--- config.mk ---
export PLATFORM = sky130hd
export DESIGN_NAME = pid_controller_antiwindup
export DESIGN_NICKNAME = d
export VERILOG_FILES = /design/src/hw/rtl/pidaw_pkg.sv /design/src/hw/rtl/pid_controller_antiwindup.sv
export SDC_FILE = /design/constraint.sdc
export NUM_CORES = 2
export LEC_CHECK = 0
export CAP_MARGIN = 10
export CELL_PAD_IN_SITES_DETAIL_PLACEMENT = 0
export CELL_PAD_IN_SITES_GLOBAL_PLACEMENT = 2
export CORE_MARGIN = 2
export CORE_UTILIZATION = 39
export CTS_CLUSTER_SIZE = 30
export DETAILED_ROUTE_END_ITERATION = 10
export DONT_BUFFER_PORTS = 1
export PLACE_DENSITY_LB_ADDON = 0.1
export SYNTH_ARGS = -nofsm -noshare
export SYNTH_HDL_FRONTEND = slang
export SYNTH_SLANG_ARGS = --single-unit
--- constraint.sdc ---
create_clock -name clk_i -period 7.11 [get_ports clk_i]
set_clock_uncertainty 0.2 [all_clocks]
set_input_delay 1.0665 -clock clk_i [delete_from_list [all_inputs] [get_ports clk_i]]
set_output_delay 1.0665 -clock clk_i [all_outputs]
set_load 0.1 [all_outputs]
--- src/hw/rtl/pidaw_pkg.sv ---
package pidaw_pkg;

  localparam int DATA_WIDTH_DEF     = 32;
  localparam int FRAC_BITS_DEF      = 16;
  localparam int INTEGRAL_WIDTH_DEF = 48;

  localparam int W64   = 64;
  localparam int DIG_W = 16;
  localparam int NDIG  = W64 / DIG_W;

  localparam int CFG_IDX_W = 3;

  typedef enum logic [CFG_IDX_W-1:0] {
    CFG_PROP_GAIN   = 3'd0,
    CFG_INTEG_GAIN  = 3'd1,
    CFG_DERIV_GAIN  = 3'd2,
    CFG_INTEG_UPPER = 3'd3,
    CFG_INTEG_LOWER = 3'd4,
    CFG_DRIVE_UPPER = 3'd5,
    CFG_DRIVE_LOWER = 3'd6
  } cfg_idx_e;

  localparam logic OP_UPDATE = 1'b0;
  localparam logic OP_CLEAR  = 1'b1;

  localparam logic STAT_OK  = 1'b0;
  localparam logic STAT_BAD = 1'b1;

  typedef enum logic [4:0] {
    ST_IDLE,
    ST_MUL_P,
    ST_GET_P,
    ST_MUL_E,
    ST_INTEG,
    ST_MUL_I,
    ST_CLAMP,
    ST_DIV_I,
    ST_GET_IQ,
    ST_DERIV,
    ST_DIV_R,
    ST_GET_R,
    ST_MUL_D,
    ST_GET_D,
    ST_SUM,
    ST_DRIVE,
    ST_DONE
  } state_e;

endpackage

--- src/hw/rtl/pid_controller_antiwindup.sv ---
// Channel   | Direction | Handshake                      | Payload
// s_axis    | in        | s_axis_tvalid_i/s_axis_tready_o | tdata: target, measured, time_step
//           |           |                                | tuser: operation
// m_axis    | out       | m_axis_tvalid_o/m_axis_tready_i | tdata: drive; tuser: status
// cfg       | in        | cfg_valid_i/cfg_ready_o         | cfg_index_i, cfg_data_i
//
// A clear beat or a beat with time_step <= 0 passes through the done state to the output register.
// An update forms the proportional, error-times-step and integral products; when the integral
// term clamps with nonzero integ_gain, a divide recomputes the integral sum, and after the first
// sample a divide and a product form the derivative term. One shared 33x17 multiplier and one
// radix-2 divider of DVW = min(64, DATA_WIDTH + FRAC_BITS + 1) bits, 49 by default, do this work.
// Reset clears the controller state and loads register reset values; no clearing pass.
// The input stalls while a beat is in work; a finished result waits in the output register.
module pid_controller_antiwindup #(
  parameter int DATA_WIDTH     = pidaw_pkg::DATA_WIDTH_DEF,
  parameter int FRAC_BITS      = pidaw_pkg::FRAC_BITS_DEF,
  parameter int INTEGRAL_WIDTH = pidaw_pkg::INTEGRAL_WIDTH_DEF
) (
  input  logic                                   clk_i,
  input  logic                                   rst_ni,
  input  logic                                   s_axis_tvalid_i,
  output logic                                   s_axis_tready_o,
  // target, measured, time_step (from bit 0 up), zero padded
  input  logic [((3*DATA_WIDTH+7)/8)*8-1:0]      s_axis_tdata_i,
  // operation
  input  logic [0:0]                             s_axis_tuser_i,
  output logic                                   m_axis_tvalid_o,
  input  logic                                   m_axis_tready_i,
  // drive, zero padded
  output logic [((DATA_WIDTH+7)/8)*8-1:0]        m_axis_tdata_o,
  // status
  output logic [0:0]                             m_axis_tuser_o,
  input  logic                                   cfg_valid_i,
  output logic                                   cfg_ready_o,
  input  logic [pidaw_pkg::CFG_IDX_W-1:0]        cfg_index_i,
  input  logic [DATA_WIDTH-1:0]                  cfg_data_i
);

  localparam int DW    = DATA_WIDTH;
  localparam int FB    = FRAC_BITS;
  localparam int IW    = INTEGRAL_WIDTH;
  localparam int W64   = pidaw_pkg::W64;
  localparam int DIG_W = pidaw_pkg::DIG_W;
  localparam int NDIG  = pidaw_pkg::NDIG;
  localparam int ODW   = ((DW + 7) / 8) * 8;
  localparam int AW    = DW + 1;
  localparam int ACW   = AW + DIG_W + 2;
  localparam int LOWW  = DIG_W * (NDIG - 1);
  localparam int PW    = ACW + LOWW;
  localparam int DVW   = (DW + 1 + FB > W64) ? W64 : DW + 1 + FB;
  localparam int XW    = 2 * W64 + 4;
  localparam int MCW   = $clog2(NDIG);
  localparam int DVCW  = $clog2(DVW);

  localparam logic signed [XW-1:0] XMAX64 = XW'({1'b0, {(W64-1){1'b1}}});
  localparam logic signed [XW-1:0] XMIN64 = ~XMAX64;
  localparam logic signed [XW-1:0] XMAXIW = XW'({1'b0, {(IW-1){1'b1}}});
  localparam logic signed [XW-1:0] XMINIW = ~XMAXIW;
  localparam logic signed [XW-1:0] XMAXDV = XW'({1'b0, {(DVW-1){1'b1}}});
  localparam logic signed [XW-1:0] XMINDV = ~XMAXDV;
  localparam logic signed [DW-1:0] DMAX   = {1'b0, {(DW-1){1'b1}}};
  localparam logic signed [DW-1:0] DMIN   = ~DMAX;

  function automatic logic signed [W64-1:0] sat64(input logic signed [XW-1:0] x);
    if (x > XMAX64) return XMAX64[W64-1:0];
    if (x < XMIN64) return XMIN64[W64-1:0];
    return x[W64-1:0];
  endfunction

  function automatic logic signed [IW-1:0] sat_iw(input logic signed [XW-1:0] x);
    if (x > XMAXIW) return XMAXIW[IW-1:0];
    if (x < XMINIW) return XMINIW[IW-1:0];
    return x[IW-1:0];
  endfunction

  function automatic logic signed [DVW-1:0] shl_sat(input logic signed [DW:0] v);
    logic signed [XW-1:0] t;
    t = XW'(v) <<< FB;
    if (t > XMAXDV) return XMAXDV[DVW-1:0];
    if (t < XMINDV) return XMINDV[DVW-1:0];
    return t[DVW-1:0];
  endfunction

  pidaw_pkg::state_e state_q, state_d;

  logic signed [DW-1:0] kp_q, ki_q, kd_q, iup_q, ilo_q, dup_q, dlo_q;

  logic signed [IW-1:0]  isum_q, isum_d;
  logic signed [DW-1:0]  last_q, last_d;
  logic                  first_q, first_d;

  logic signed [DW-1:0]  err_q, err_d, meas_q, meas_d, dt_q, dt_d;
  logic signed [W64-1:0] p_q, p_d, i_q, i_d, d_q, d_d, pi_q, pi_d;
  logic [DW-1:0]         drive_q, drive_d;
  logic                  status_q, status_d;

  logic                  ovld_q, ovld_d;
  logic [DW-1:0]         odata_q, odata_d;
  logic                  ostat_q, ostat_d;

  logic signed [AW-1:0]  mul_a_q, mul_a_d;
  logic [W64-1:0]        mul_b_q, mul_b_d;
  logic signed [ACW-1:0] acc_q, acc_d;
  logic [LOWW-1:0]       low_q, low_d;
  logic [MCW-1:0]        mcnt_q, mcnt_d;

  logic [DVW-1:0]        dv_n_q, dv_n_d;
  logic [DW-1:0]         dv_r_q, dv_r_d, dv_den_q, dv_den_d;
  logic                  dv_neg_q, dv_neg_d;
  logic [DVCW-1:0]       dv_cnt_q, dv_cnt_d;

  logic                  in_acc;
  logic signed [DW-1:0]  in_target, in_measured, in_dt;
  logic signed [DW:0]    diff;
  logic signed [DW-1:0]  err_sat;
  logic signed [DIG_W:0] dig;
  logic signed [AW+DIG_W:0] part;
  logic signed [PW-1:0]  prod;
  logic signed [W64-1:0] mulres;
  logic signed [DVW:0]   q_s;
  logic [DW:0]           rem_sh;
  logic                  mul_step, div_step, div_last, mul_last;
  logic signed [IW-1:0]  isum_new;
  logic signed [W64-1:0] sum_all;

  assign s_axis_tready_o = (state_q == pidaw_pkg::ST_IDLE);
  assign in_acc          = s_axis_tvalid_i && s_axis_tready_o;
  assign in_target       = $signed(s_axis_tdata_i[DW-1:0]);
  assign in_measured     = $signed(s_axis_tdata_i[2*DW-1:DW]);
  assign in_dt           = $signed(s_axis_tdata_i[3*DW-1:2*DW]);
  assign cfg_ready_o     = 1'b1;
  assign m_axis_tvalid_o = ovld_q;
  assign m_axis_tdata_o  = ODW'(odata_q);
  assign m_axis_tuser_o  = ostat_q;

  assign diff    = (DW+1)'(in_target) - (DW+1)'(in_measured);
  assign err_sat = (diff[DW] != diff[DW-1]) ? (diff[DW] ? DMIN : DMAX) : diff[DW-1:0];

  assign mul_step = (state_q == pidaw_pkg::ST_MUL_P) || (state_q == pidaw_pkg::ST_MUL_E) ||
                    (state_q == pidaw_pkg::ST_MUL_I) || (state_q == pidaw_pkg::ST_MUL_D);
  assign mul_last = (mcnt_q == MCW'(NDIG - 1));
  assign dig      = $signed({mul_last ? mul_b_q[DIG_W-1] : 1'b0, mul_b_q[DIG_W-1:0]});
  assign part     = mul_a_q * dig;
  assign prod     = $signed({acc_q, low_q});
  assign mulres   = sat64(XW'($signed(prod[PW-1:FB])));

  assign div_step = (state_q == pidaw_pkg::ST_DIV_I) || (state_q == pidaw_pkg::ST_DIV_R);
  assign div_last = (dv_cnt_q == DVCW'(DVW - 1));
  assign rem_sh   = {dv_r_q, dv_n_q[DVW-1]};
  assign q_s      = dv_neg_q ? -$signed({1'b0, dv_n_q}) : $signed({1'b0, dv_n_q});

  assign isum_new = sat_iw(XW'(isum_q) + XW'(mulres));
  assign sum_all  = sat64(XW'(pi_q) + XW'(d_q));

  always_comb begin
    logic signed [DVW-1:0] dvn;
    logic signed [DW-1:0]  dvd;
    logic                  dv_load;
    logic signed [DW-1:0]  lim;
    state_d  = state_q;
    isum_d   = isum_q;
    last_d   = last_q;
    first_d  = first_q;
    err_d    = err_q;
    meas_d   = meas_q;
    dt_d     = dt_q;
    p_d      = p_q;
    i_d      = i_q;
    d_d      = d_q;
    pi_d     = pi_q;
    drive_d  = drive_q;
    status_d = status_q;
    ovld_d   = ovld_q && !m_axis_tready_i;
    odata_d  = odata_q;
    ostat_d  = ostat_q;
    mul_a_d  = mul_a_q;
    mul_b_d  = mul_b_q;
    acc_d    = acc_q;
    low_d    = low_q;
    mcnt_d   = '0;
    dv_n_d   = dv_n_q;
    dv_r_d   = dv_r_q;
    dv_den_d = dv_den_q;
    dv_neg_d = dv_neg_q;
    dv_cnt_d = '0;
    dvn      = '0;
    dvd      = '0;
    dv_load  = 1'b0;
    lim      = iup_q;

    if (mul_step) begin
      acc_d   = ((mcnt_q == '0) ? ACW'(0) : (acc_q >>> DIG_W)) + ACW'(part);
      if (mcnt_q != '0) low_d = {acc_q[DIG_W-1:0], low_q[LOWW-1:DIG_W]};
      mul_b_d = mul_b_q >> DIG_W;
      mcnt_d  = mcnt_q + MCW'(1);
    end
    if (div_step) begin
      if (rem_sh >= {1'b0, dv_den_q}) begin
        dv_r_d = DW'(rem_sh - {1'b0, dv_den_q});
        dv_n_d = {dv_n_q[DVW-2:0], 1'b1};
      end else begin
        dv_r_d = rem_sh[DW-1:0];
        dv_n_d = {dv_n_q[DVW-2:0], 1'b0};
      end
      dv_cnt_d = dv_cnt_q + DVCW'(1);
    end

    case (state_q)
      pidaw_pkg::ST_IDLE: begin
        if (in_acc) begin
          if (s_axis_tuser_i[0] == pidaw_pkg::OP_CLEAR) begin
            isum_d   = '0;
            last_d   = '0;
            first_d  = 1'b1;
            drive_d  = '0;
            status_d = pidaw_pkg::STAT_OK;
            state_d  = pidaw_pkg::ST_DONE;
          end else if (in_dt <= $signed(DW'(0))) begin
            drive_d  = '0;
            status_d = pidaw_pkg::STAT_BAD;
            state_d  = pidaw_pkg::ST_DONE;
          end else begin
            err_d   = err_sat;
            meas_d  = in_measured;
            dt_d    = in_dt;
            mul_a_d = AW'(kp_q);
            mul_b_d = W64'(err_sat);
            state_d = pidaw_pkg::ST_MUL_P;
          end
        end
      end
      pidaw_pkg::ST_MUL_P: if (mul_last) state_d = pidaw_pkg::ST_GET_P;
      pidaw_pkg::ST_GET_P: begin
        p_d     = mulres;
        mul_a_d = AW'(err_q);
        mul_b_d = W64'(dt_q);
        state_d = pidaw_pkg::ST_MUL_E;
      end
      pidaw_pkg::ST_MUL_E: if (mul_last) state_d = pidaw_pkg::ST_INTEG;
      pidaw_pkg::ST_INTEG: begin
        isum_d  = isum_new;
        mul_a_d = AW'(ki_q);
        mul_b_d = W64'(isum_new);
        state_d = pidaw_pkg::ST_MUL_I;
      end
      pidaw_pkg::ST_MUL_I: if (mul_last) state_d = pidaw_pkg::ST_CLAMP;
      pidaw_pkg::ST_CLAMP: begin
        state_d = pidaw_pkg::ST_DERIV;
        if (mulres > W64'(iup_q) || mulres < W64'(ilo_q)) begin
          lim = (mulres > W64'(iup_q)) ? iup_q : ilo_q;
          i_d = W64'(lim);
          if (ki_q != '0) begin
            dvn     = shl_sat((DW+1)'(lim));
            dvd     = ki_q;
            dv_load = 1'b1;
            state_d = pidaw_pkg::ST_DIV_I;
          end else begin
            isum_d = '0;
          end
        end else begin
          i_d = mulres;
        end
      end
      pidaw_pkg::ST_DIV_I: if (div_last) state_d = pidaw_pkg::ST_GET_IQ;
      pidaw_pkg::ST_GET_IQ: begin
        isum_d  = sat_iw(XW'(q_s));
        state_d = pidaw_pkg::ST_DERIV;
      end
      pidaw_pkg::ST_DERIV: begin
        last_d = meas_q;
        if (first_q) begin
          first_d = 1'b0;
          d_d     = '0;
          state_d = pidaw_pkg::ST_SUM;
        end else begin
          dvn     = shl_sat((DW+1)'(meas_q) - (DW+1)'(last_q));
          dvd     = dt_q;
          dv_load = 1'b1;
          state_d = pidaw_pkg::ST_DIV_R;
        end
      end
      pidaw_pkg::ST_DIV_R: if (div_last) state_d = pidaw_pkg::ST_GET_R;
      pidaw_pkg::ST_GET_R: begin
        mul_a_d = -AW'(kd_q);
        mul_b_d = sat64(XW'(q_s));
        state_d = pidaw_pkg::ST_MUL_D;
      end
      pidaw_pkg::ST_MUL_D: if (mul_last) state_d = pidaw_pkg::ST_GET_D;
      pidaw_pkg::ST_GET_D: begin
        d_d     = mulres;
        state_d = pidaw_pkg::ST_SUM;
      end
      pidaw_pkg::ST_SUM: begin
        pi_d    = sat64(XW'(p_q) + XW'(i_q));
        state_d = pidaw_pkg::ST_DRIVE;
      end
      pidaw_pkg::ST_DRIVE: begin
        if (sum_all > W64'(dup_q)) drive_d = dup_q;
        else if (sum_all < W64'(dlo_q)) drive_d = dlo_q;
        else drive_d = sum_all[DW-1:0];
        status_d = pidaw_pkg::STAT_OK;
        state_d  = pidaw_pkg::ST_DONE;
      end
      pidaw_pkg::ST_DONE: begin
        if (!ovld_q || m_axis_tready_i) begin
          ovld_d  = 1'b1;
          odata_d = drive_q;
          ostat_d = status_q;
          state_d = pidaw_pkg::ST_IDLE;
        end
      end
      default: state_d = pidaw_pkg::ST_IDLE;
    endcase

    if (dv_load) begin
      dv_neg_d = dvn[DVW-1] ^ dvd[DW-1];
      dv_n_d   = dvn[DVW-1] ? DVW'(-dvn) : DVW'(dvn);
      dv_den_d = dvd[DW-1] ? DW'(-dvd) : DW'(dvd);
      dv_r_d   = '0;
    end
  end

  always_ff @(posedge clk_i or negedge rst_ni) begin
    if (!rst_ni) begin
      state_q <= pidaw_pkg::ST_IDLE;
      ovld_q  <= 1'b0;
      isum_q  <= '0;
      last_q  <= '0;
      first_q <= 1'b1;
      kp_q    <= '0;
      ki_q    <= '0;
      kd_q    <= '0;
      iup_q   <= DMAX;
      ilo_q   <= DMIN;
      dup_q   <= DMAX;
      dlo_q   <= DMIN;
    end else begin
      state_q <= state_d;
      ovld_q  <= ovld_d;
      isum_q  <= isum_d;
      last_q  <= last_d;
      first_q <= first_d;
      if (cfg_valid_i && cfg_ready_o) begin
        case (cfg_index_i)
          pidaw_pkg::CFG_PROP_GAIN:   kp_q  <= $signed(cfg_data_i);
          pidaw_pkg::CFG_INTEG_GAIN:  ki_q  <= $signed(cfg_data_i);
          pidaw_pkg::CFG_DERIV_GAIN:  kd_q  <= $signed(cfg_data_i);
          pidaw_pkg::CFG_INTEG_UPPER: iup_q <= $signed(cfg_data_i);
          pidaw_pkg::CFG_INTEG_LOWER: ilo_q <= $signed(cfg_data_i);
          pidaw_pkg::CFG_DRIVE_UPPER: dup_q <= $signed(cfg_data_i);
          pidaw_pkg::CFG_DRIVE_LOWER: dlo_q <= $signed(cfg_data_i);
          default: ;
        endcase
      end
    end
  end

  always_ff @(posedge clk_i) begin
    err_q    <= err_d;
    meas_q   <= meas_d;
    dt_q     <= dt_d;
    p_q      <= p_d;
    i_q      <= i_d;
    d_q      <= d_d;
    pi_q     <= pi_d;
    drive_q  <= drive_d;
    status_q <= status_d;
    odata_q  <= odata_d;
    ostat_q  <= ostat_d;
    mul_a_q  <= mul_a_d;
    mul_b_q  <= mul_b_d;
    acc_q    <= acc_d;
    low_q    <= low_d;
    mcnt_q   <= mcnt_d;
    dv_n_q   <= dv_n_d;
    dv_r_q   <= dv_r_d;
    dv_den_q <= dv_den_d;
    dv_neg_q <= dv_neg_d;
    dv_cnt_q <= dv_cnt_d;
  end

  a_clear_state: assert property (@(posedge clk_i) disable iff (!rst_ni)
    in_acc && (s_axis_tuser_i[0] == pidaw_pkg::OP_CLEAR) |=> first_q && (isum_q == '0))
    else $error("clear beat left controller state");

  a_bad_step_keeps: assert property (@(posedge clk_i) disable iff (!rst_ni)
    in_acc && (s_axis_tuser_i[0] == pidaw_pkg::OP_UPDATE) && (in_dt <= $signed(DW'(0)))
    |=> $stable(isum_q) && $stable(last_q) && $stable(first_q))
    else $error("invalid time step changed state");

  a_integ_term: assert property (@(posedge clk_i) disable iff (!rst_ni)
    (state_q == pidaw_pkg::ST_SUM) |-> (i_q <= W64'(iup_q)) || (i_q == W64'(ilo_q)))
    else $error("integral term outside its limits");

  a_out_from_done: assert property (@(posedge clk_i) disable iff (!rst_ni)
    $rose(m_axis_tvalid_o) |-> $past(state_q) == pidaw_pkg::ST_DONE)
    else $error("result beat raised outside done state");

endmodule
Word level (Yosys, flattened, before mapping)
Cells that the tools add are included.
{"block": "op_classes", "n_reduce_logical": 37, "multipliers": 1, "eq_ne": 40, "div": 0, "shift": 0, "n_mux": 145, "add_sub_neg": 13, "n_bitwise": 3, "n_lt_le_gt_ge": 22}
{"operator": "2-to-1 mux 64 bit", "count": 22}
{"operator": "2-to-1 mux 49 bit", "count": 14}
{"operator": "2-to-1 mux 48 bit", "count": 12}
{"operator": "2-to-1 mux 32 bit", "count": 14}
{"operator": "case mux 64 bit (4 select lines)", "count": 1}
{"operator": "case mux 32 bit (2 select lines)", "count": 3}
{"operator": "case mux 48 bit (4 select lines)", "count": 1}
{"operator": "case mux 33 bit (4 select lines)", "count": 1}
{"operator": "adder 64 x 64 -> 65 bit", "count": 2}
{"operator": "greater-than comparator 65 x 64 -> 1 bit (second input constant)", "count": 2}
{"operator": "< comparator 65 x 64 -> 1 bit (second input constant)", "count": 2}
{"operator": "greater-than comparator 64 x 32 -> 1 bit", "count": 2}
{"operator": "< comparator 64 x 32 -> 1 bit", "count": 2}
{"operator": "case mux 64 bit (2 select lines)", "count": 1}
{"operator": "2-to-1 mux 33 bit", "count": 3}
{"operator": "case mux 49 bit (2 select lines)", "count": 1}
{"operator": "case mux 5 bit (17 select lines)", "count": 1}
{"operator": "greater-than comparator 83 x 64 -> 1 bit (second input constant)", "count": 1}
{"operator": "< comparator 83 x 64 -> 1 bit (second input constant)", "count": 1}
{"operator": "subtractor 32 x 32 -> 33 bit", "count": 2}
{"operator": "adder 48 x 64 -> 65 bit", "count": 1}
{"operator": "greater-than comparator 65 x 48 -> 1 bit (second input constant)", "count": 1}
{"operator": "< comparator 65 x 48 -> 1 bit (second input constant)", "count": 1}
{"operator": "greater-than comparator 50 x 64 -> 1 bit (second input constant)", "count": 1}
{"operator": "56 further kinds", "count": 169}
{"block": "totals", "ram_bits": 0, "latch_bits": 0, "inputBits": 137, "romBits": 0, "regBits": 1047, "out_inout_bits": 36, "n_memories": 0}

Logic depth before layout (Yosys ltp)
{"block": "logic_depth", "depth_word": 24, "depth_mapped": 35, "ltp_nobuf": 31}

Worst setup path before layout
Ideal clock, no wire load.
{"block": "synth_path", "path_kind": "register to register", "startpoint": "register state_q[0]", "endpoint": "register dv_den_q[24] (data pin)", "path_stages_with_launch": 23, "required_ns": 6.645, "period_less_slack_ns": 7.821, "arrival_ns": 7.355, "slack_ns": -0.711, "cell_sequence": "dfrtp_1 -> clkbuf_1 -> nor2_1 -> nand2_1 -> nor2_1 -> nand2_1 -> a21oi_1 -> a31o_1 -> buf_6 -> clkbuf_1 -> buf_1 -> clkbuf_1 -> a22oi_1 -> ha_1 -> o21ai_0 -> nor2_1 -> nand2_1 -> a21oi_1 -> o21a_1 -> nand4_1 -> or4_1 -> o21ai_0 -> xor2_1"}
{"block": "synth_between", "elab_chain_cells": 4, "elab_cells_between_ends": 5}
{"item": "from (decl)", "line": "pid_controller_antiwindup.sv:84", "rtl": "pidaw_pkg::state_e state_q, state_d;"}
{"item": "from (signal assigned)", "line": "pid_controller_antiwindup.sv:325", "rtl": "state_q <= pidaw_pkg::ST_IDLE;"}
{"item": "from (signal assigned)", "line": "pid_controller_antiwindup.sv:338", "rtl": "state_q <= state_d;"}
{"item": "== test 5 x 4 -> 1 bit / == test 5 x 3 -> 1 bit (equally long branches)", "line": "pid_controller_antiwindup.sv:208", "rtl": "case (state_q)"}
{"item": "case mux 32 bit (2 select lines) *", "line": "pid_controller_antiwindup.sv:208"}
{"item": "negation 32 bit", "line": "pid_controller_antiwindup.sv:318", "rtl": "dv_den_d = dvd[DW-1] ? DW'(-dvd) : DW'(dvd);"}
{"item": "2-to-1 mux 31 bit *", "line": "pid_controller_antiwindup.sv:318"}
{"item": "to (signal assigned)", "line": "pid_controller_antiwindup.sv:377", "rtl": "dv_den_q <= dv_den_d;"}
{"item": "to (decl)", "line": "pid_controller_antiwindup.sv:108", "rtl": "logic [DW-1:0] dv_r_q, dv_r_d, dv_den_q, dv_den_d;"}
Mark *: on every way between the ends. The rest lies on a longest branch, timed or not.
A chain may end at the register's enable or synchronous reset.

Worst setup path after layout
{"block": "layout_path", "startpoint": "register pi_q[13]", "endpoint": "register drive_q[9] (data pin)"}
{"block": "layout_between", "elab_chain_cells": 10, "elab_cells_between_ends": 14}
{"item": "from (decl)", "line": "pid_controller_antiwindup.sv:93", "rtl": "logic signed [W64-1:0] p_q, p_d, i_q, i_d, d_q, d_d, pi_q, pi_d;"}
{"item": "from (signal assigned)", "line": "pid_controller_antiwindup.sv:365", "rtl": "pi_q <= pi_d;"}
{"item": "adder 64 x 64 -> 65 bit *", "line": "pid_controller_antiwindup.sv:153", "rtl": "assign sum_all = sat64(XW'(pi_q) + XW'(d_q));"}
{"item": "< comparator 65 x 64 -> 1 bit", "line": "pid_controller_antiwindup.sv:66", "rtl": "if (x < XMIN64) return XMIN64[W64-1:0];"}
{"item": "2-to-1 mux 1 bit (2 in a row)", "line": "pid_controller_antiwindup.sv:66"}
{"item": "2-to-1 mux 64 bit", "line": "pid_controller_antiwindup.sv:67", "rtl": "return x[W64-1:0];"}
{"item": "2-to-1 mux 64 bit *", "line": "pid_controller_antiwindup.sv:66"}
{"item": "< comparator 64 x 32 -> 1 bit", "line": "pid_controller_antiwindup.sv:299", "rtl": "else if (sum_all < W64'(dlo_q)) drive_d = dlo_q;"}
{"item": "2-to-1 mux 32 bit", "line": "pid_controller_antiwindup.sv:299"}
{"item": "2-to-1 mux 32 bit *", "line": "pid_controller_antiwindup.sv:298", "rtl": "if (sum_all > W64'(dup_q)) drive_d = dup_q;"}
{"item": "case mux 32 bit (2 select lines) *", "line": "pid_controller_antiwindup.sv:208"}
{"item": "to (signal assigned)", "line": "pid_controller_antiwindup.sv:366", "rtl": "drive_q <= drive_d;"}
{"item": "to (decl)", "line": "pid_controller_antiwindup.sv:94", "rtl": "logic [DW-1:0] drive_q, drive_d;"}
Mark *: on every way between the ends. The rest lies on a longest branch, timed or not. The select of a mux whose other input is x is not followed.

==> PnR_summary.wiki <==
{| class="wikitable"
! Metric !! Value
|-
| Clk root buf || sky130_fd_sc_hd__clkbuf_16
|-
| Max clock buf depth || 3
|-
| Clock slew at reported path FFs || 60 ps
|-
| Failing checks || hold timing, setup timing
|-
| Kind of start point of the critical path || register
|-
| Async SR Flop Fraction || 30.2%
|-
| Yosys warning total || 0
|-
| Worst rel slew slack || 22.2%
|-
| Num Clock Sinks || 1,031
|-
| Syn_area_per_cell || 9.55 µm²
|-
| CTS tree || yes
|-
| Post-route DRC || 0
|-
| Worst skew pair latency || 820 ps
|-
| DRC marker count from the first detailed-route iteration || 5,579
|-
| Setup WS pre-CTS || -1320 ps
|-
| WL final || 339,000 µm
|-
| Port bufs || 0
|-
| Pins Over Slew Limit || 0
|-
| Multi-input gate area || 56,500 µm²
|-
| Top-area cell type share of the netlist area || 21.4%
|-
| Data arrival, critical path || 7760 ps
|-
| Final Wtd Congestion || 0.947
|-
| Die Outline Area || 225,000 µm²
|-
| Vias in the first global route || 75,000
|-
| Die width || 475 µm
|-
| IO Count || 173
|-
| Most area-hungry cell type in the Yosys netlist || sky130_fd_sc_hd__edfxtp_1
|-
| Final layout net count || 11,711
|-
| Worst setup path category || reg -> reg
|-
| Drt wl/cell || 25.3 µm
|-
| Maximum achievable frequency || 135 MHz
|-
| Vertical extent of the die || 475 µm
|-
| Post-route non-filler standard cell count || 13,401
|-
| Mean number of vias per cell || 5.49
|-
| Tcrit/Tclk final || 104%
|-
| Number of synthesized flops with an enable pin || 616
|-
| Maximum fanout count along the critical path || 6
|-
| Top cells by area in the synthesized netlist || sky130_fd_sc_hd__edfxtp_1 (21%), sky130_fd_sc_hd__fa_1 (13%), sky130_fd_sc_hd__ha_1 (9.8%)
|-
| RSZ-0062 raised after global routing || yes
|-
| Wire length of the first global-routing pass || 495,000 µm
|-
| Number of endpoints failing setup at the final stage || 60
|-
| Effective utilization at floorplan || 39.3%
|-
| Largest net degree at the start of global routing || 247
|-
| Proportion of layout cells with a drive suffix above 1 || 25.5%
|-
| Pre-Repair DR Iteration Count || 9
|-
| Top flip-flop cell by instance count after synthesis || sky130_fd_sc_hd__edfxtp_1
|-
| Via count || 73,591
|-
| Storage cell area || 28,500 µm²
|-
| Synthesized area || 86,500 µm²
|-
| Hold WS || -39.2 ps
|-
| Placed Instances || 12,961
|-
| Placeable core region || 220,000 µm²
|-
| CTS Buf Count || 135
|-
| Post-synthesis sequential element count || 1,031
|-
| Antenna violations before repair || 21
|-
| Master of the slowest instance on the critical path || sky130_fd_sc_hd__edfxtp_1
|-
| HPWL reported at the end of detailed placement || 270,000 µm
|-
| GRT Overall Usage || 29.8%
|-
| H-tree depth || 4
|-
| Cell variety after synth || 105
|-
| Fin worst setup slack || -289 ps
|-
| Number of maximum-capacitance violations || 0
|-
| Share of the yosys chip area belonging to registers || 32.9%
|-
| Worst path most repeated cell || sky130_fd_sc_hd__a21o_1
|-
| Worst slew pin tran || 1160 ps
|-
| Max stage delay on crit path || 430 ps
|-
| Result of the run || finished with violations
|-
| Synth Net Count || 10,447
|-
| Setup tns final || -8920 ps
|-
| Required time of the critical path || 7470 ps
|-
| Cells after Synth || 9,054
|-
| Remaining antenna violation count after routing || 0
|-
| Post-synth top cells || sky130_fd_sc_hd__inv_1 (1,034), sky130_fd_sc_hd__nand2_1 (925), sky130_fd_sc_hd__ha_1 (674)
|-
| Capturing element type of the critical path || register
|-
| Rows || 172
|-
| Hold Path Class || in -> async
|-
| Number of inserted filler cells in the final layout || 20,692
|-
| Final count of hold timing violations || 15
|-
| Most common cell in the synthesized netlist || sky130_fd_sc_hd__inv_1
|-
| Final period demand of the worst path || 7400 ps
|-
| Total congestion overflow after global routing || 0
|-
| Area growth syn-to-layout || 27.8%
|}
-- path summary, 6_finish.rpt --
kind	depth (start not counted)	from	endpoint	slack, ps
worst min register to register	0	drive_q[11]	m_axis_tdata_o[11]	200
max in group asynchronous	2	rst_ni	dlo_q[23]	5240
worst max-delay path	36	pi_q[13]	drive_q[9]	-290
worst min-delay path	1	rst_ni	last_q[12]	-40
min in group clk_i	0	s_axis_tdata_i[95]	dt_q[31]	140
worst max register to register	36	pi_q[13]	drive_q[9]	-290
-- placed cells by master (no fill, tap or decap), types with 187 or more instances in the layout --
cell type and instances:
sky130_fd_sc_hd__buf_4 1331, sky130_fd_sc_hd__inv_1 994, sky130_fd_sc_hd__nand2_1 896, sky130_fd_sc_hd__ha_1 620
sky130_fd_sc_hd__edfxtp_1 616, sky130_fd_sc_hd__a21oi_1 565, sky130_fd_sc_hd__fa_1 553, sky130_fd_sc_hd__o21ai_0 481
sky130_fd_sc_hd__nor2_1 413, sky130_fd_sc_hd__a21o_1 275, sky130_fd_sc_hd__dfrtp_1 246, sky130_fd_sc_hd__xnor2_1 243
sky130_fd_sc_hd__mux2_2 192, sky130_fd_sc_hd__and2_1 187
-- per-layer routing --
layer / GRT usage [%] / part of all wire (%)
met1: 37.8 / 41
met2: 50.0 / 48
met3: 4.32 / 5.7
met4: 13.6 / 5.5
met5: 0 / 0.0032
-- registers in the layout (all words and copies together) (netlist names), 33 cells and up --
| register | cells |
|---|---|
| dv_n_q | 49 |
| d_q | 64 |
| acc_q | 51 |
| mul_b_q | 64 |
| p_q | 64 |
| isum_q | 48 |
| i_q | 64 |
| pi_q | 64 |
| mul_a_q | 33 |
-- kinds of logic (layout without fill, tap and decap cells) --
kind of cell             count (synthesis)  in the layout  share of synthesized area, %
multiplexers                           283            283                          3.56
flip-flops                            1031           1031                          32.9
buffers and inverters                 1438           2815                          6.32
AO/OA/AOI/OAI                         2325           2325                          17.1
other                                    1             13                       0.00434
XOR/XNOR                               405            405                          4.10
adder cells (fa/ha/maj)               1256           1256                          23.2
AND/OR/NAND/NOR                       2315           2315                          12.8
-- through the flow --
stage / utilization [%] / instance area (µm²)
detailed placement: 45.3 / 99700
global route: 50.2 / 110000
floorplan: - / 86600
CTS: 48.7 / 107000
finish: 50.2 / 110000
global placement: 45.3 / 99700
-- final cells by class --
cell class,count,share of cell area [%]
Tap cell,2958,3.35
Multi-Input combinational cell,6585,51.1
Clock inverter,75,0.783
Timing Repair Buffer,1529,12.1
Antenna cell,12,0.0272
Clock buffer,175,3.35
Sequential cell,1031,25.8
Inverter,1036,3.53
-- worst max-delay path: cells and delay by family (launching register included) --
kind / cells / cell delay (ps)
buf+inv: 9 / 1400
fa+ha+maj: 2 / 590
flops: 1 / 430
mux: 3 / 640
compound gates: 19 / 3600
simple gates: 3 / 290
-- repair_timing --
action | CTS | global route
hold endpoints to repair | 246 | 0
cloned | 18 | 8
buffers inserted | 88 | 94
endpoints found under the setup margin | 276 | 180
gates resized for setup | 450 | 519
hold buffers | 2 | 0
pin swaps | 233 | 313
Power is not shown: default switching activity piles up to over one toggle a cycle in this logic, so the estimate is an artifact.
